$ cat src/key_table_linear_interpolation_search_assert.svh
// Assertion macros for the key table search block.
`ifndef KEY_TABLE_LINEAR_INTERPOLATION_SEARCH_ASSERT_SVH
`define KEY_TABLE_LINEAR_INTERPOLATION_SEARCH_ASSERT_SVH

// same-cycle implication
`define KTLIS_CHK_NOW(name, ante, cons, msg) \
  name: assert property (@(posedge clk) disable iff (rst) (ante) |-> (cons)) \
    else $error(msg);

// next-cycle implication
`define KTLIS_CHK_NEXT(name, ante, cons, msg) \
  name: assert property (@(posedge clk) disable iff (rst) (ante) |=> (cons)) \
    else $error(msg);

`endif

$ cat src/ktlis_pkg.sv
// Shared constants and types for the key table search block.
package ktlis_pkg;

  localparam int TABLE_DEPTH = 64;
  localparam int KEY_W       = 63;
  localparam int IDX_W       = $clog2(TABLE_DEPTH);
  localparam int CNT_W       = $clog2(TABLE_DEPTH + 1);
  localparam int SW          = CNT_W + 1;
  localparam int POS_W       = 6;
  localparam int MAX_RESULTS = 64;
  localparam int RES_W       = $clog2(MAX_RESULTS + 1);
  localparam int PROD_W      = KEY_W + IDX_W;

  typedef enum logic [1:0] {
    MODE_CLEAR  = 2'd0,
    MODE_APPEND = 2'd1,
    MODE_LINEAR = 2'd2,
    MODE_INTERP = 2'd3
  } mode_t;

  typedef struct packed {
    logic             we;
    logic [IDX_W-1:0] waddr;
    logic [KEY_W-1:0] wdata;
    logic             re;
    logic [IDX_W-1:0] raddr;
  } mem_req_t;

  typedef struct packed {
    logic             start;
    logic [KEY_W-1:0] d;
    logic [IDX_W-1:0] r;
    logic [KEY_W-1:0] s;
  } div_req_t;

  typedef struct packed {
    logic             done;
    logic [IDX_W-1:0] q;
  } div_rsp_t;

endpackage

$ cat src/ktlis_mem.sv
// Key storage: one write port, one registered read port.
module ktlis_mem
  import ktlis_pkg::*;
(
  input  logic             clk,
  input  mem_req_t         req,
  output logic [KEY_W-1:0] rdata
);

  logic [KEY_W-1:0] keys [TABLE_DEPTH];

  always_ff @(posedge clk) begin
    if (req.we) begin
      keys[req.waddr] <= req.wdata;
    end
    if (req.re) begin
      rdata <= keys[req.raddr];
    end
  end

endmodule

$ cat config.mk
export PLATFORM = sky130hd
export DESIGN_NAME = ktlis_mem
export DESIGN_NICKNAME = d
export VERILOG_FILES = /design/src/key_table_linear_interpolation_search_assert.svh /design/src/ktlis_pkg.sv /design/src/ktlis_mem.sv
export SDC_FILE = /design/constraint.sdc
export NUM_CORES = 2
export LEC_CHECK = 0
export ABC_CLOCK_PERIOD_IN_PS = 8900
export BUFFER_PORTS_ARGS = -buffer_cell sky130_fd_sc_hd__buf_4
export CAP_MARGIN = 20
export CORE_MARGIN = 1
export CORE_UTILIZATION = 56
export CTS_CLUSTER_DIAMETER = 120
export DETAILED_ROUTE_END_ITERATION = 6
export GPL_ROUTABILITY_DRIVEN = 0
export MAX_ROUTING_LAYER = met4
export PLACE_DENSITY = 0.72
export RECOVER_POWER = 50
export SLEW_MARGIN = 20
export SYNTH_ARGS = -nofsm -noshare
export SYNTH_HDL_FRONTEND = slang
export SYNTH_SLANG_ARGS = --single-unit
export TNS_END_PERCENT = 10
$ cat constraint.sdc
create_clock -name clk -period 8.9 [get_ports clk]
set_input_delay 1.78 -clock clk [delete_from_list [all_inputs] [get_ports clk]]
set_output_delay 1.78 -clock clk [all_outputs]
set_load 0.02 [all_outputs]
==> reports/results.tsv <==
stage	metric	value	unit
synthesis	Post-synth top flop	edfxtp_1	
synthesis	net count after synthesis	6633	
grt	total track usage	0.3154	
floorplanning	Chip Width	526.3	um
place	Port Buf Inserts	140	
drt	drt drc	3	
synthesis	flops & latches, synth	4095	
sta	Setup Viol. Count Final	0	
synthesis	Syn Inst Count	6555	
clock_network	Clock Path Buffers	4	
clock_network	total CTS buffers	399	
sta	Peak Freq	177.1	MHz
critical_path	RR Startpoint	keys[40][9]	
critical_path	Bufs and invs on worst path	3	
grt	largest net degree at the start of global routing	139	
synthesis	Post-Syn Area	153900	um^2
clock_network	H-tree Lvls	5	
floorplanning	std cell rows	192	
critical_path	CP required	9410	ps
drt	detailed-route via count	77000	
sta	RSZ-0062 raised after global routing	false	
drt	Vias/cell	7.115	
clock_network	CTS Root Buffer Type	clkbuf_16	
sta	max_slew headroom	-1.866	
synthesis	EDFF count, synth	4095	
worst_hold_path	Hold Crit Start	keys[5][27]	
drt	DRT antenna net count	0	
critical_path	slowest CP cell	clkbuf_1	
synthesis	average size of a mapped cell	23.48	um^2
worst_hold_path	Worst Hold Endpoint	rdata[27]	
floorplanning	Core ar.	273400	um^2
power_and_ir_drop	clock power share	0.413	
critical_path	CP Cell Sequence	clkbuf_1 -> nor2b_1 -> nand4_1 -> nor2_4 -> clkbuf_1 -> buf_4	
power_and_ir_drop	share of power burned in registers	0.542	
run_status	status	complete, but fails checks	
worst_hold_path	Hold Path Class	reg2reg	
synthesis	most frequent cell after synthesis	edfxtp_1	
grt	grt ovf	0	
grt	vias in the first global route	75300	
clock_network	CTS resizes	0	
sta	minimum clock period	5645	ps
clock_network	Clk Latency, worst-skew pair	920	ps
drt	Pre-antenna DRT Iters	7	
sta	final period utilization	0.6343	
floorplanning	IO Count	141	
clock_network	clk sinks	4095	
synthesis	cell taking the most area after synthesis	edfxtp_1	
drt	average routed wire per standard cell	39.02	um
critical_path	CP dominant cell by count	clkbuf_1	
power_and_ir_drop	switching fraction of total power	0.2085	
critical_path	top cell family by delay on the critical path	buffers and inverters	
critical_path	WS Path Type	in2reg	
power_and_ir_drop	share of power burned in combinational logic	0.045	
worst_hold_path	cell depth of the worst hold path	5	
grt	first-pass GRT wire length	586.5	mm
floorplanning	Die ar.	277000	um^2
critical_path	Reg2Reg Setup Slack	6670	ps
flow_run	Max-Cap Viols	67	
synthesis	commonest cells in the netlist	edfxtp_1 (4095), mux4_2 (963), o22ai_1 (299)	
critical_path	crit path max fanout	38	
grt	initial antenna violation count	27	
synthesis	Synth async-reset ratio	0	
critical_path	Worst R2R Path Depth	5	
final_layout	Post-layout nets	6987	
synthesis	count of cell types in the netlist	33	
floorplanning	Initial Util	0.5631	
power_and_ir_drop	worst vdd ir	203.4	uV
clock_network	CTS clk-pin slew, worst paths	60	ps
critical_path	Max stage delay on crit path	1970	ps
sta	clock skew	62.30	ps
clock_network	TritonCTS clock tree	yes	
synthesis	Ys Warns	0	
power_and_ir_drop	internal power	31.47	mW
synthesis	post-synth top area share	0.7988	
final_layout	layout cells sized above 1	0.2549	
critical_path	Worst EP arrival	6150	ps
place	dpl hpwl	223.7	mm
synthesis	ranking of synthesized cells by area	edfxtp_1 (80%), mux4_2 (14%), o22ai_1 (1.2%), mux2i_1 (0.68%), a211oi_1 (0.50%)	
power_and_ir_drop	Pleak	53.04	nW
drt	Detailed Route WL	422.3	mm
critical_path	CP Capture Type	flip-flop	
clock_network	postcts setup bufs	0	
sta	TNS Setup	0	ps
run_status	failing checks	DRC, capacitance limit, slew limit	
critical_path	crit start category	primary input	
critical_path	CP startpoint	req[76]	
sta	worst-margin pin slew	4299	ps
power_and_ir_drop	Net Sw Power	8.287	mW
synthesis	register area share after synthesis	0.7988	
final_layout	Util after Layout	0.6307	
sta	max-slew violations	4216	
critical_path	R2R Path End	rdata[9]	
floorplanning	Die Y	526.3	um
drt	1st-iter DRT viols	13030	
sta	final hold vios	0	
final_layout	area grow syn2layout	12.01	%
power_and_ir_drop	Power Dens Cells	230.6	nW/um^2
clock_network	Hold-fix buffers, CTS	0	
## per-layer routing
metal  track usage  routed length [um]  up-vias  part of all wire
met4        0.1203               19310        0             0.046
li1              -                   -    29090                 -
met5             -                   0        -                 0
met3       0.07262               58940     1012              0.14
met1        0.4337              149700    40720              0.35
met2        0.4656              194400     6181              0.46
## cells in the final DEF (no fill, tap or decap), drive strengths merged, types with 2 or more instances in the layout
cell      count
nand4         2
o22a         53
nand2        23
clkinv      155
clkbuf      568
diode        15
nor2        126
bufinv       35
o221ai       63
edfxtp     4095
a22oi        50
a211oi      103
and2          3
nor3         55
nand3b        2
mux2i       104
mux4        963
nand3        27
or3           2
clkinvlp     13
nand2b       12
o211a        10
a31oi        10
a21oi        14
o22ai       299
nor2b        87
o21ai        10
buf         266
nor4         53
inv           8
or2           6
## worst max path at each step
stage / end / slack (ps) / cells after the start
floorplan: keys[48][0] / 1780 / 4
global placement: rdata[47] / 3440 / 9
detailed placement: rdata[47] / 3360 / 9
CTS: rdata[47] / 4240 / 9
global route: keys[51][38] / 3320 / 6
finish: keys[51][30] / 3250 / 6
## layout make-up
type,count,area (um^2)
Antenna cell,15,37.54
Clock buffer,500,10560
Clock inverter,211,2027
Fill cell,17470,101000
Multi-Input combinational cell,2079,29630
Sequential cell,4095,123000
Tap cell,3589,4491
Timing Repair Buffer,334,2720
## sequential cells by signal (all words and copies together) (netlist names)
| register | cells |
|---|---|
| keys | 4032 |
| rdata | 63 |
## metrics by stage
stage	setup WS, ps	cell area [um^2]	hold WS, ps	total power [mW]	cells
4_1_cts	4243	172600	918.9	39.82	10800
6_report	3255	172400	906.3	39.75	10820
5_1_grt	3321	172400	965.1	40.63	10820
3_3_place_gp	3443	159900	852.3	23.65	10090
3_5_place_dp	3362	160000	880.9	23.69	10090
2_1_floorplan	1780	153900	773.4	22.86	6555
## cell families after synthesis
family / share of synthesized area
AO/OA/AOI/OAI: 0.02805
buffers and inverters: 0.01225
flip-flops: 0.7988
multiplexers: 0.1477
AND/OR/NAND/NOR: 0.01323
## worst reg2reg max path, stage by stage, from the launching register on
cell	delay, ps
edfxtp_1	370
mux4_2	450
nor2b_1	140
a211oi_1	690
nor3_1	110
o22a_1	220
## power by group through the flow
| stage | Combinational, mW | Sequential, mW | Clock [mW] |
|---|---|---|---|
| global route | 1.87 | 21.5 | 17.2 |
| floorplan | 0.979 | 21.9 | 0 |
| detailed placement | 1.79 | 21.9 | 0 |
| finish | 1.79 | 21.5 | 16.4 |
| CTS | 1.80 | 21.5 | 16.5 |
| global placement | 1.75 | 21.9 | 0 |
Power figures use the tool's default switching activity.
