<file path="src/key_table_linear_interpolation_search_assert.svh">
// Assertion macros for the key table search block.
`ifndef KEY_TABLE_LINEAR_INTERPOLATION_SEARCH_ASSERT_SVH
`define KEY_TABLE_LINEAR_INTERPOLATION_SEARCH_ASSERT_SVH

// same-cycle implication
`define KTLIS_CHK_NOW(name, ante, cons, msg) \
  name: assert property (@(posedge clk) disable iff (rst) (ante) |-> (cons)) \
    else $error(msg);

// next-cycle implication
`define KTLIS_CHK_NEXT(name, ante, cons, msg) \
  name: assert property (@(posedge clk) disable iff (rst) (ante) |=> (cons)) \
    else $error(msg);

`endif

</file>
<file path="src/ktlis_pkg.sv">
// Shared constants and types for the key table search block.
package ktlis_pkg;

  localparam int TABLE_DEPTH = 64;
  localparam int KEY_W       = 63;
  localparam int IDX_W       = $clog2(TABLE_DEPTH);
  localparam int CNT_W       = $clog2(TABLE_DEPTH + 1);
  localparam int SW          = CNT_W + 1;
  localparam int POS_W       = 6;
  localparam int MAX_RESULTS = 64;
  localparam int RES_W       = $clog2(MAX_RESULTS + 1);
  localparam int PROD_W      = KEY_W + IDX_W;

  typedef enum logic [1:0] {
    MODE_CLEAR  = 2'd0,
    MODE_APPEND = 2'd1,
    MODE_LINEAR = 2'd2,
    MODE_INTERP = 2'd3
  } mode_t;

  typedef struct packed {
    logic             we;
    logic [IDX_W-1:0] waddr;
    logic [KEY_W-1:0] wdata;
    logic             re;
    logic [IDX_W-1:0] raddr;
  } mem_req_t;

  typedef struct packed {
    logic             start;
    logic [KEY_W-1:0] d;
    logic [IDX_W-1:0] r;
    logic [KEY_W-1:0] s;
  } div_req_t;

  typedef struct packed {
    logic             done;
    logic [IDX_W-1:0] q;
  } div_rsp_t;

endpackage

</file>
<file path="src/ktlis_div.sv">
// Iterative scaled quotient unit: floor(d * r / s), one quotient bit per cycle.
module ktlis_div
  import ktlis_pkg::*;
(
  input  logic     clk,
  input  logic     rst,
  input  div_req_t req,
  output div_rsp_t rsp
);

  logic              running;
  logic              done;
  logic [CNT_W-1:0]  steps;
  logic [PROD_W-1:0] rem;
  logic [PROD_W-1:0] dsh;
  logic [IDX_W-1:0]  q;
  logic              take;
  logic [PROD_W-1:0] diff;

  assign take = rem >= dsh;
  assign diff = rem - dsh;

  always_ff @(posedge clk) begin
    if (rst) begin
      running <= 1'b0;
      done    <= 1'b0;
    end else begin
      done <= 1'b0;
      if (req.start) begin
        running <= 1'b1;
        rem     <= PROD_W'(req.d) * PROD_W'(req.r);
        dsh     <= PROD_W'(req.s) << (IDX_W - 1);
        steps   <= CNT_W'(IDX_W);
        q       <= '0;
      end else if (running) begin
        if (take) begin
          rem <= diff;
        end
        dsh   <= dsh >> 1;
        q     <= IDX_W'({q, take});
        steps <= steps - CNT_W'(1);
        if (steps == CNT_W'(1)) begin
          running <= 1'b0;
          done    <= 1'b1;
        end
      end
    end
  end

  assign rsp.done = done;
  assign rsp.q    = q;

endmodule

</file>
<file path="config.mk">
export PLATFORM = sky130hd
export DESIGN_NAME = ktlis_div
export DESIGN_NICKNAME = d
export VERILOG_FILES = /design/src/key_table_linear_interpolation_search_assert.svh /design/src/ktlis_pkg.sv /design/src/ktlis_div.sv
export SDC_FILE = /design/constraint.sdc
export NUM_CORES = 1
export LEC_CHECK = 0
export BUFFER_PORTS_ARGS = -buffer_cell sky130_fd_sc_hd__buf_2
export CAP_MARGIN = 20
export CORE_ASPECT_RATIO = 0.6
export CORE_MARGIN = 8
export CORE_UTILIZATION = 58
export DETAILED_ROUTE_END_ITERATION = 10
export PLACE_DENSITY = 0.85
export SYNTH_ARGS = -nofsm -noshare
export SYNTH_HDL_FRONTEND = slang
export SYNTH_SLANG_ARGS = --single-unit
export TNS_END_PERCENT = 30
</file>
<file path="constraint.sdc">
create_clock -name clk -period 6.49 [get_ports clk]
set_input_delay 0.9735 -clock clk [delete_from_list [all_inputs] [get_ports clk]]
set_output_delay 0.9735 -clock clk [all_outputs]
set_load 0.01 [all_outputs]
</file>
==> results.yml, run 1 <==
floorplanning:
  start_util: 0.584
  die_y_um: 169
  pin_count: 142
  die_area_um2: 45900
  core_um2: 38800
  rows: 56
  die_w_um: 271
yosys:
  synth-main-ff-cell: "edfxtp_1"
  syn-cell-area_um2: 22700
  yosys-top-cells-count: "inv_1, and2_1, fa_1"
  postSynth.asyncResetShare: 0
  syn_inst: 2650
  synth_area_leaders: "fa_1, edfxtp_1, and2_1"
  synth_warnings: 0
  seq_area_frac_synth: 0.200
  synthDistinctLibCells: 74
  synth_top_area_cell: "fa_1"
  synth_most_common_cell: "inv_1"
  ys_seq_elements: 152
  synth_top_area_frac: 0.217
  synth.net_count: 3178
  syn_avg_cell_area_um2: 8.56
  synth_edf_count: 150
pwr:
  internal_power_mw: 4.38
  p_sw_frac: 0.486
  cellLeakagePower_nw: 11.5
  p_per_area_nw_per_um2: 345
  power_frac_comb: 0.704
  power.clock.fraction: 0.126
  ir_drop_mv: 0.336
  p_sw_mw: 4.14
  seq_power_share: 0.169
global_routing:
  overflow: 0
  grt_max_degree: 93
  track_usage: 0.266
  antenna_found_initial: 1
  grt_pass1_wl_um: 100000
  first_global_vias: 19991
timing:
  max-slew-margin-rel: 0.321
  setup_tns_ns: 0
  worst_slew_pin_slew_ns: 1.02
  clock_skew_ns: 0.0144
  fmax_mhz: 166
  drv_slew: 0
  rsz0062_at_grt: "no"
  period_needed_ns: 6.04
  hold_violations: 0
  setup_violations: 0
  fin_crit_sh: 0.930
setup_path:
  crit_family: "compound AO/OA/AOI/OAI gates"
  critical_path_class: "primary input to register"
  critical_path.cell_chain: "buf_2 -> buf_4 -> and2_1 -> fa_1 -> ha_1 -> inv_1 -> fa_1 -> inv_1 -> ha_1 -> a211oi_1 -> buf_4 -> nor4_1 -> or2_1 -> o21ai_0 -> o21ai_1 -> a31oi_1 -> buf_4 -> nand2_1 -> a21boi_1 -> o211ai_1 -> xnor2_1 -> mux2i_1"
  cp_num_buf_inv: 6
  rr_worst_depth: 14
  r2r-start: "dsh[7]$_DFFE_PP_"
  max_stage_delay_ns: 0.57
  slowest_stage: "fa_1"
  r2r-end: "rem[21]$_DFFE_PP_"
  path_max_fanout: 27
  crit_arrival_ns: 6.19
  reg2reg_setup_slack_ns: 1.62
  cp_common_cell: "buf_4"
  cp-start-kind: "primary input"
  endpoint_kind: "register"
  required_ns: 6.64
detailed_routing:
  drc_errors: 0
  postRouteAntennaNets: 0
  vias: 19288
  detail_route.first_pass.iterations: 6
  vias_per_cell: 5.89
  drtIter0Drc: 1796
  wl_um: 60800
  wl_per_cell_um: 18.5
cts:
  ctsResizeCount: 0
  cts_tree: "yes"
  htreeDepth: 4
  ctsHoldBuffers: 0
  clkTransAtPathRegs_ns: 0.07
  clock_sinks: 152
  clk_path_buf_depth: 2
  cts_made_buffers: 17
  post_cts_buffers: 0
  clockRootBuffer: "clkbuf_16"
  clkLatencyLatePin_ns: 0.44
placement:
  dp_hpwl_um: 48700
  portBuffers: 141
  gp_congestion: 0.980
status:
  outcome: "completed"
finish:
  area_growth_pct: 8.79
  layout.nets: 3270
  post-route-util: 0.636
  layout-drive-gt1-share: 0.0929
  antenna_cells: 0
worst_hold_path:
  hold_depth: 1
  hp-class: "register to register"
  holdPathEnd: "done$_SDFF_PP0_"
  hold_start: "running$_SDFF_PP0_"
run:
  drv_cap: 0
## layout by cell type (no fill, tap or decap), types with 17 or more instances in the layout
| master | synthesis | routed |
|---|---|---|
| a211oi_1 | 18 | 18 |
| a21o_1 | 74 | 74 |
| a21oi_1 | 163 | 162 |
| a31oi_1 | 18 | 18 |
| and2_1 | 358 | 358 |
| buf_2 | 4 | 140 |
| buf_4 | 2 | 56 |
| clkbuf_16 | 0 | 17 |
| edfxtp_1 | 150 | 150 |
| fa_1 | 246 | 246 |
| ha_1 | 147 | 147 |
| inv_1 | 375 | 374 |
| nand2_1 | 227 | 227 |
| nand3_1 | 34 | 34 |
| nand4_1 | 42 | 42 |
| nor2_1 | 112 | 112 |
| nor2b_1 | 20 | 20 |
| nor3_1 | 24 | 24 |
| o21a_1 | 19 | 19 |
| o21ai_0 | 167 | 167 |
| o21bai_1 | 28 | 28 |
| xnor2_1 | 60 | 60 |
| xor2_1 | 65 | 65 |
## flip-flops by register name, indices dropped and copies added, names as in the netlist
| signal | flops |
|---|---|
| done | 1 |
| running | 1 |
| dsh | 68 |
| rem | 69 |
| steps | 7 |
| q | 6 |
## cell families after synthesis
logic type / after synthesis / synth area share
adder cells (fa/ha/maj): 393 / 0.298
XOR/XNOR: 125 / 0.0483
buffers and inverters: 503 / 0.0838
multiplexers: 9 / 0.00403
AND/OR/NAND/NOR: 882 / 0.204
flip-flops: 152 / 0.200
AO/OA/AOI/OAI: 586 / 0.161
## power by group through the flow
stage               registers, mW  logic, mW  clock network, mW
finish                       1.44       6.00               1.08
global route                 1.46       6.64               1.12
CTS                          1.44       5.92               1.08
detailed placement           1.46       5.86                  0
global placement             1.45       5.75                  0
floorplan                    1.44       4.21                  0
## cell type report
type	instances	area, um2
Multi-Input combinational cell	1995	16300
Fill cell	3282	14100
Sequential cell	152	4540
Inverter	376	1410
Timing Repair Buffer	200	1190
Tap cell	522	653
Clock buffer	17	425
Clock inverter	15	199
## how the worst max path moves through the flow
stage / startpoint / depth (start not counted) / to
3_5_place_dp: req[63] / 22 / rem[54]$_DFFE_PP_
4_1_cts: req[63] / 22 / rem[54]$_DFFE_PP_
3_3_place_gp: req[63] / 20 / rem[45]$_DFFE_PP_
2_1_floorplan: rem[26]$_DFFE_PP_ / 13 / rem[0]$_DFFE_PP_
5_1_grt: req[63] / 22 / rem[54]$_DFFE_PP_
6_report: req[63] / 22 / rem[54]$_DFFE_PP_
## metrics by stage
| stage | power, mW | instances | instance area, um2 | hold WS (ns) | setup slack [ns] |
|---|---|---|---|---|---|
| final | 8.52 | 3277 | 24700 | 0.513 | 0.452 |
| after CTS | 8.44 | 3277 | 24700 | 0.512 | 0.550 |
| after global routing | 9.21 | 3277 | 24700 | 0.544 | 0.198 |
| after global placement | 7.20 | 3245 | 24100 | 0.462 | 0.235 |
| after detailed placement | 7.32 | 3245 | 24100 | 0.472 | 0.142 |
| after floorplan | 5.66 | 2650 | 22700 | 0.454 | 0.188 |
## routing by layer
layer | vias to the layer above | track usage | share of wire
met2 | 786 | 0.439 | 0.47
met5 | - | 0 | 0
met4 | 0 | 0.0778 | 0.027
li1 | 8960 | - | -
met1 | 9415 | 0.353 | 0.43
met3 | 127 | 0.0552 | 0.081
No activity file was read; power rests on OpenSTA's default activity.
==> run 2: changes to the inputs <==
Settings changed: CTS_CLUSTER_SIZE set to 24, PLACE_DENSITY 0.85 to 0.89.
==> results.yml, run 2 (same netlist as run 1, synthesis figures left out) <==
pwr:
  total_power_mw: 8.44
  cellLeakagePower_nw: 11.4
  p_per_area_nw_per_um2: 344
  ir_drop_mv: 0.336
detailed_routing:
  wl_um: 60900
  vias_per_cell: 5.92
  drtIter0Drc: 1851
  wl_per_cell_um: 18.7
  drc_errors: 0
  postRouteAntennaNets: 0
  vias: 19311
  detail_route.first_pass.iterations: 6
timing:
  max-slew-margin-rel: 0.232
  holdWs_ns: 0.486
  worst_slack_ns: 0.250
  fin_crit_sh: 0.961
  hold_violations: 0
  fmax_mhz: 160
  rsz0062_at_grt: "no"
  setup_violations: 0
  clock_skew_ns: 0.0161
  setup_tns_ns: 0
  drv_slew: 0
  worst_slew_pin_slew_ns: 1.12
  period_needed_ns: 6.24
finish:
  fillerInstances: 3313
  layout-drive-gt1-share: 0.0883
  layout.nets: 3255
  reg_top3: "rem x69, dsh x68, steps x7"
  most-common-layout-cells: "inv_1, and2_1, fa_1"
  antenna_cells: 0
  stdcell_count: 3262
  area_growth_pct: 8.14
  largest_register_ffs: 69
  layout_commonest_cell: "inv_1"
  regMostFlops: "rem"
  post-route-util: 0.632
  post-route-cell-area_um2: 24500
cts:
  clock_sinks: 152
  clk_path_buf_depth: 2
  ctsResizeCount: 0
  htreeDepth: 4
  cts_tree: "yes"
  post_cts_buffers: 0
  clkTransAtPathRegs_ns: 0.07
  clockRootBuffer: "clkbuf_16"
  ctsHoldBuffers: 0
  clkLatencyLatePin_ns: 0.45
  cts_made_buffers: 17
setup_path:
  r2r-start: "dsh[1]$_SDFFCE_PP0P_"
  r2r-end: "rem[21]$_DFFE_PP_"
  required_ns: 6.66
  critical_path.cell_chain: "buf_2 -> buf_4 -> and2_1 -> fa_1 -> fa_1 -> inv_1 -> fa_1 -> inv_1 -> ha_1 -> a21o_1 -> a21o_1 -> a221oi_1 -> o221ai_1 -> a21o_1 -> a31oi_1 -> buf_4 -> nand2_1 -> a21boi_1 -> o211ai_1 -> xnor2_1 -> mux2i_1"
  rr_worst_depth: 14
  slowest_stage: "fa_1"
  cp-start-kind: "primary input"
  path_max_fanout: 34
  max_stage_delay_ns: 0.49
  endpoint_kind: "register"
  crit_arrival_ns: 6.41
  critical_path_class: "primary input to register"
  reg2reg_setup_slack_ns: 1.62
global_routing:
  grt_pass1_wl_um: 101000
  first_global_vias: 20099
  grt_max_degree: 94
  track_usage: 0.266
  overflow: 0
  antenna_found_initial: 0
status:
  outcome: "completed"
floorplanning:
  rows: 56
  start_util: 0.584
  die_w_um: 271
  die_y_um: 169
  die_area_um2: 45900
  pin_count: 142
  core_um2: 38800
placement:
  gp_congestion: 1.03
  portBuffers: 141
  dpl_worst_slack_ns: 0.0133
  placed_area_um2: 24000
  placed_cells: 3230
  dp_hpwl_um: 48700
worst_hold_path:
  hold_depth: 1
  hold_start: "running$_SDFF_PP0_"
  holdPathEnd: "done$_SDFF_PP0_"
  hp-class: "register to register"
run:
  drv_cap: 0
-- run 2: area by class of cell --
class	instances	area, um2	area share
flip-flops and latches	152	4540	0.185
clock inverters	14	149	0.00607
well taps	522	653	0.0266
multi-input cells	1995	16300	0.662
inverters	376	1410	0.0576
clock buffers	18	429	0.0175
repair buffers	185	1090	0.0445
-- run 2: routing by layer --
layer  share of wire  global-route usage
met1            0.43               0.355
met2            0.47               0.441
met3           0.078              0.0467
met4           0.026              0.0827
met5               0                   0
-- run 2: power by group --
part | total (mW) | switching (mW) | internal [mW]
Combinational | 5.99 | 3.66 | 2.32
Clock | 1.01 | 0.446 | 0.569
Sequential | 1.44 | 0.0618 | 1.38
Total | 8.44 | 4.17 | 4.27
-- run 2: worst max-delay path, delay by kind of cell --
family,cells,cell delay (ns)
buffers and inverters,5,1.00
and+or+nand+nor,2,0.26
AOI/OAI and AO/OA,8,2.03
adders and majority gates,4,1.77
xor gates and xnor gates,1,0.23
muxes,1,0.10
-- run 2: worst max path at each step --
stage	from	endpoint	slack, ns	depth (start not counted)
2_1_floorplan	rem[26]$_DFFE_PP_	rem[0]$_DFFE_PP_	0.19	13
3_3_place_gp	req[63]	rem[65]$_DFFE_PP_	0.09	20
3_5_place_dp	req[66]	rem[54]$_DFFE_PP_	0.01	21
4_1_cts	req[66]	rem[54]$_DFFE_PP_	0.45	21
5_1_grt	req[66]	rem[65]$_DFFE_PP_	0.07	20
6_report	req[66]	rem[54]$_DFFE_PP_	0.25	21
==> run 3: changes to the inputs <==
Settings changed: GPL_TIMING_DRIVEN set to 0, REMOVE_ABC_BUFFERS set to 1.
==> results.yml, run 3 (same netlist as run 1, synthesis figures left out) <==
detailed_routing:
  wl_met2_um: 26600
  wl_per_cell_um: 18.1
  vias_per_cell: 5.86
  postRouteAntennaNets: 0
  vias: 18886
  top_layer: "met4"
  drtIter0Drc: 1985
  drc_errors: 0
  wl_um: 58400
  met1Wirelength_um: 26100
  detail_route.first_pass.iterations: 7
  wl_met3_um: 4660
setup_path:
  critical_path.cell_chain: "buf_4 -> nand2_1 -> fa_1 -> fa_1 -> fa_1 -> inv_1 -> ha_1 -> o21ai_0 -> nor4_1 -> or2_1 -> o21ai_1 -> o21ai_1 -> a31oi_1 -> nand2_1 -> a21boi_1 -> o21ai_0 -> xnor2_1 -> a21oi_1"
  max_stage_delay_ns: 0.54
  critical_path_class: "primary input to register"
  rr_worst_depth: 14
  slowest_stage: "a31oi_1"
  path_max_fanout: 63
  cp_common_cell: "fa_1"
  cp-start-kind: "primary input"
  required_ns: 6.65
  crit_arrival_ns: 6.48
  endpoint_kind: "register"
placement:
  gp_congestion: 0.915
  dp_hpwl_um: 46500
  portBuffers: 141
global_routing:
  grt_pass1_wl_um: 97300
  overflow: 0
  track_usage: 0.254
  antenna_found_initial: 0
  grt_max_degree: 137
  first_global_vias: 19292
finish:
  area_growth_pct: 7.04
  most-common-layout-cells: "inv_1, and2_1, fa_1"
  regMostFlops: "rem"
  layout_commonest_cell: "inv_1"
  reg_top3: "rem x69, dsh x68, steps x7"
  layout-drive-gt1-share: 0.0744
  layout.nets: 3215
  largest_register_ffs: 69
  antenna_cells: 0
timing:
  drv_slew: 0
  setup_violations: 0
  worst_slew_pin_slew_ns: 0.932
  hold_violations: 0
  max-slew-margin-rel: 0.377
  holdWs_ns: 0.477
  fin_crit_sh: 0.974
  setup_tns_ns: 0
  clock_skew_ns: 0.00915
  rsz0062_at_grt: "no"
  fmax_mhz: 158
  period_needed_ns: 6.32
pwr:
  cellLeakagePower_nw: 11.2
  ir_drop_mv: 0.204
  p_per_area_nw_per_um2: 338
  total_power_mw: 8.20
cts:
  ctsHoldBuffers: 0
  htreeDepth: 4
  clockRootBuffer: "clkbuf_16"
  cts_made_buffers: 17
  clkLatencyLatePin_ns: 0.44
  clk_path_buf_depth: 2
  post_cts_buffers: 0
  cts_tree: "yes"
  clkTransAtPathRegs_ns: 0.06
  clock_sinks: 152
floorplanning:
  start_util: 0.584
  rows: 56
  die_area_um2: 45900
  die_y_um: 169
  pin_count: 142
  core_um2: 38800
  die_w_um: 271
worst_hold_path:
  hp-class: "register to register"
  hold_depth: 1
status:
  outcome: "completed"
run:
  drv_cap: 0
[run 3: metrics by stage]
step	utilization	setup WS (ns)	cell area (um2)	std cells
2_1_floorplan	-	0.249	22200	2523
3_3_place_gp	0.607	-4.74	23600	3186
3_5_place_dp	0.610	-0.697	23700	3190
4_1_cts	0.625	0.0826	24300	3222
5_1_grt	0.626	0.0362	24300	3222
6_report	0.626	0.170	24300	3222
[run 3: power by group]
| group | internal [mW] | leakage [nW] | switching [mW] | total [mW] |
|---|---|---|---|---|
| Clock | 0.568 | 0.276 | 0.438 | 1.01 |
| Combinational | 2.19 | 9.50 | 3.58 | 5.76 |
| Sequential | 1.38 | 1.45 | 0.0585 | 1.44 |
| Total | 4.13 | 11.2 | 4.07 | 8.20 |
[run 3: final timing paths]
path	start	to	slack, ns
setup / recovery	req[68]	rem[58]$_DFFE_PP_	0.17
setup reg to reg	dsh[8]$_DFFE_PP_	rem[54]$_DFFE_PP_	1.69
hold reg to reg	running$_SDFF_PP0_	done$_SDFF_PP0_	0.48
hold / removal	running$_SDFF_PP0_	done$_SDFF_PP0_	0.48
[run 3: final cells by class]
type | instances | area [um2]
fillers | 3285 | 14500
flip-flops and latches | 152 | 4540
multi-input cells | 1995 | 16300
clock inverters | 14 | 149
inverters | 376 | 1410
repair buffers | 145 | 837
well taps | 522 | 653
clock buffers | 18 | 429
[run 3: critical path, delay by kind of cell]
kind	cells	cell delay, ns
AOI/OAI and AO/OA	7	2.18
xor gates and xnor gates	1	0.28
adders and majority gates	4	1.80
buffers and inverters	2	0.52
and+or+nand+nor	4	0.65
[run 3: what timing repair did]
item / in CTS / in global routing
setup endpoints to repair: 9 / 9
resized for setup: 6 / 8
pin swaps: 0 / 0
[run 3: per-layer routing]
layer,vias to the layer above,track usage
met5,-,0
met4,0,0.0550
met3,81,0.0374
met2,864,0.413
met1,9088,0.361
li1,8853,-
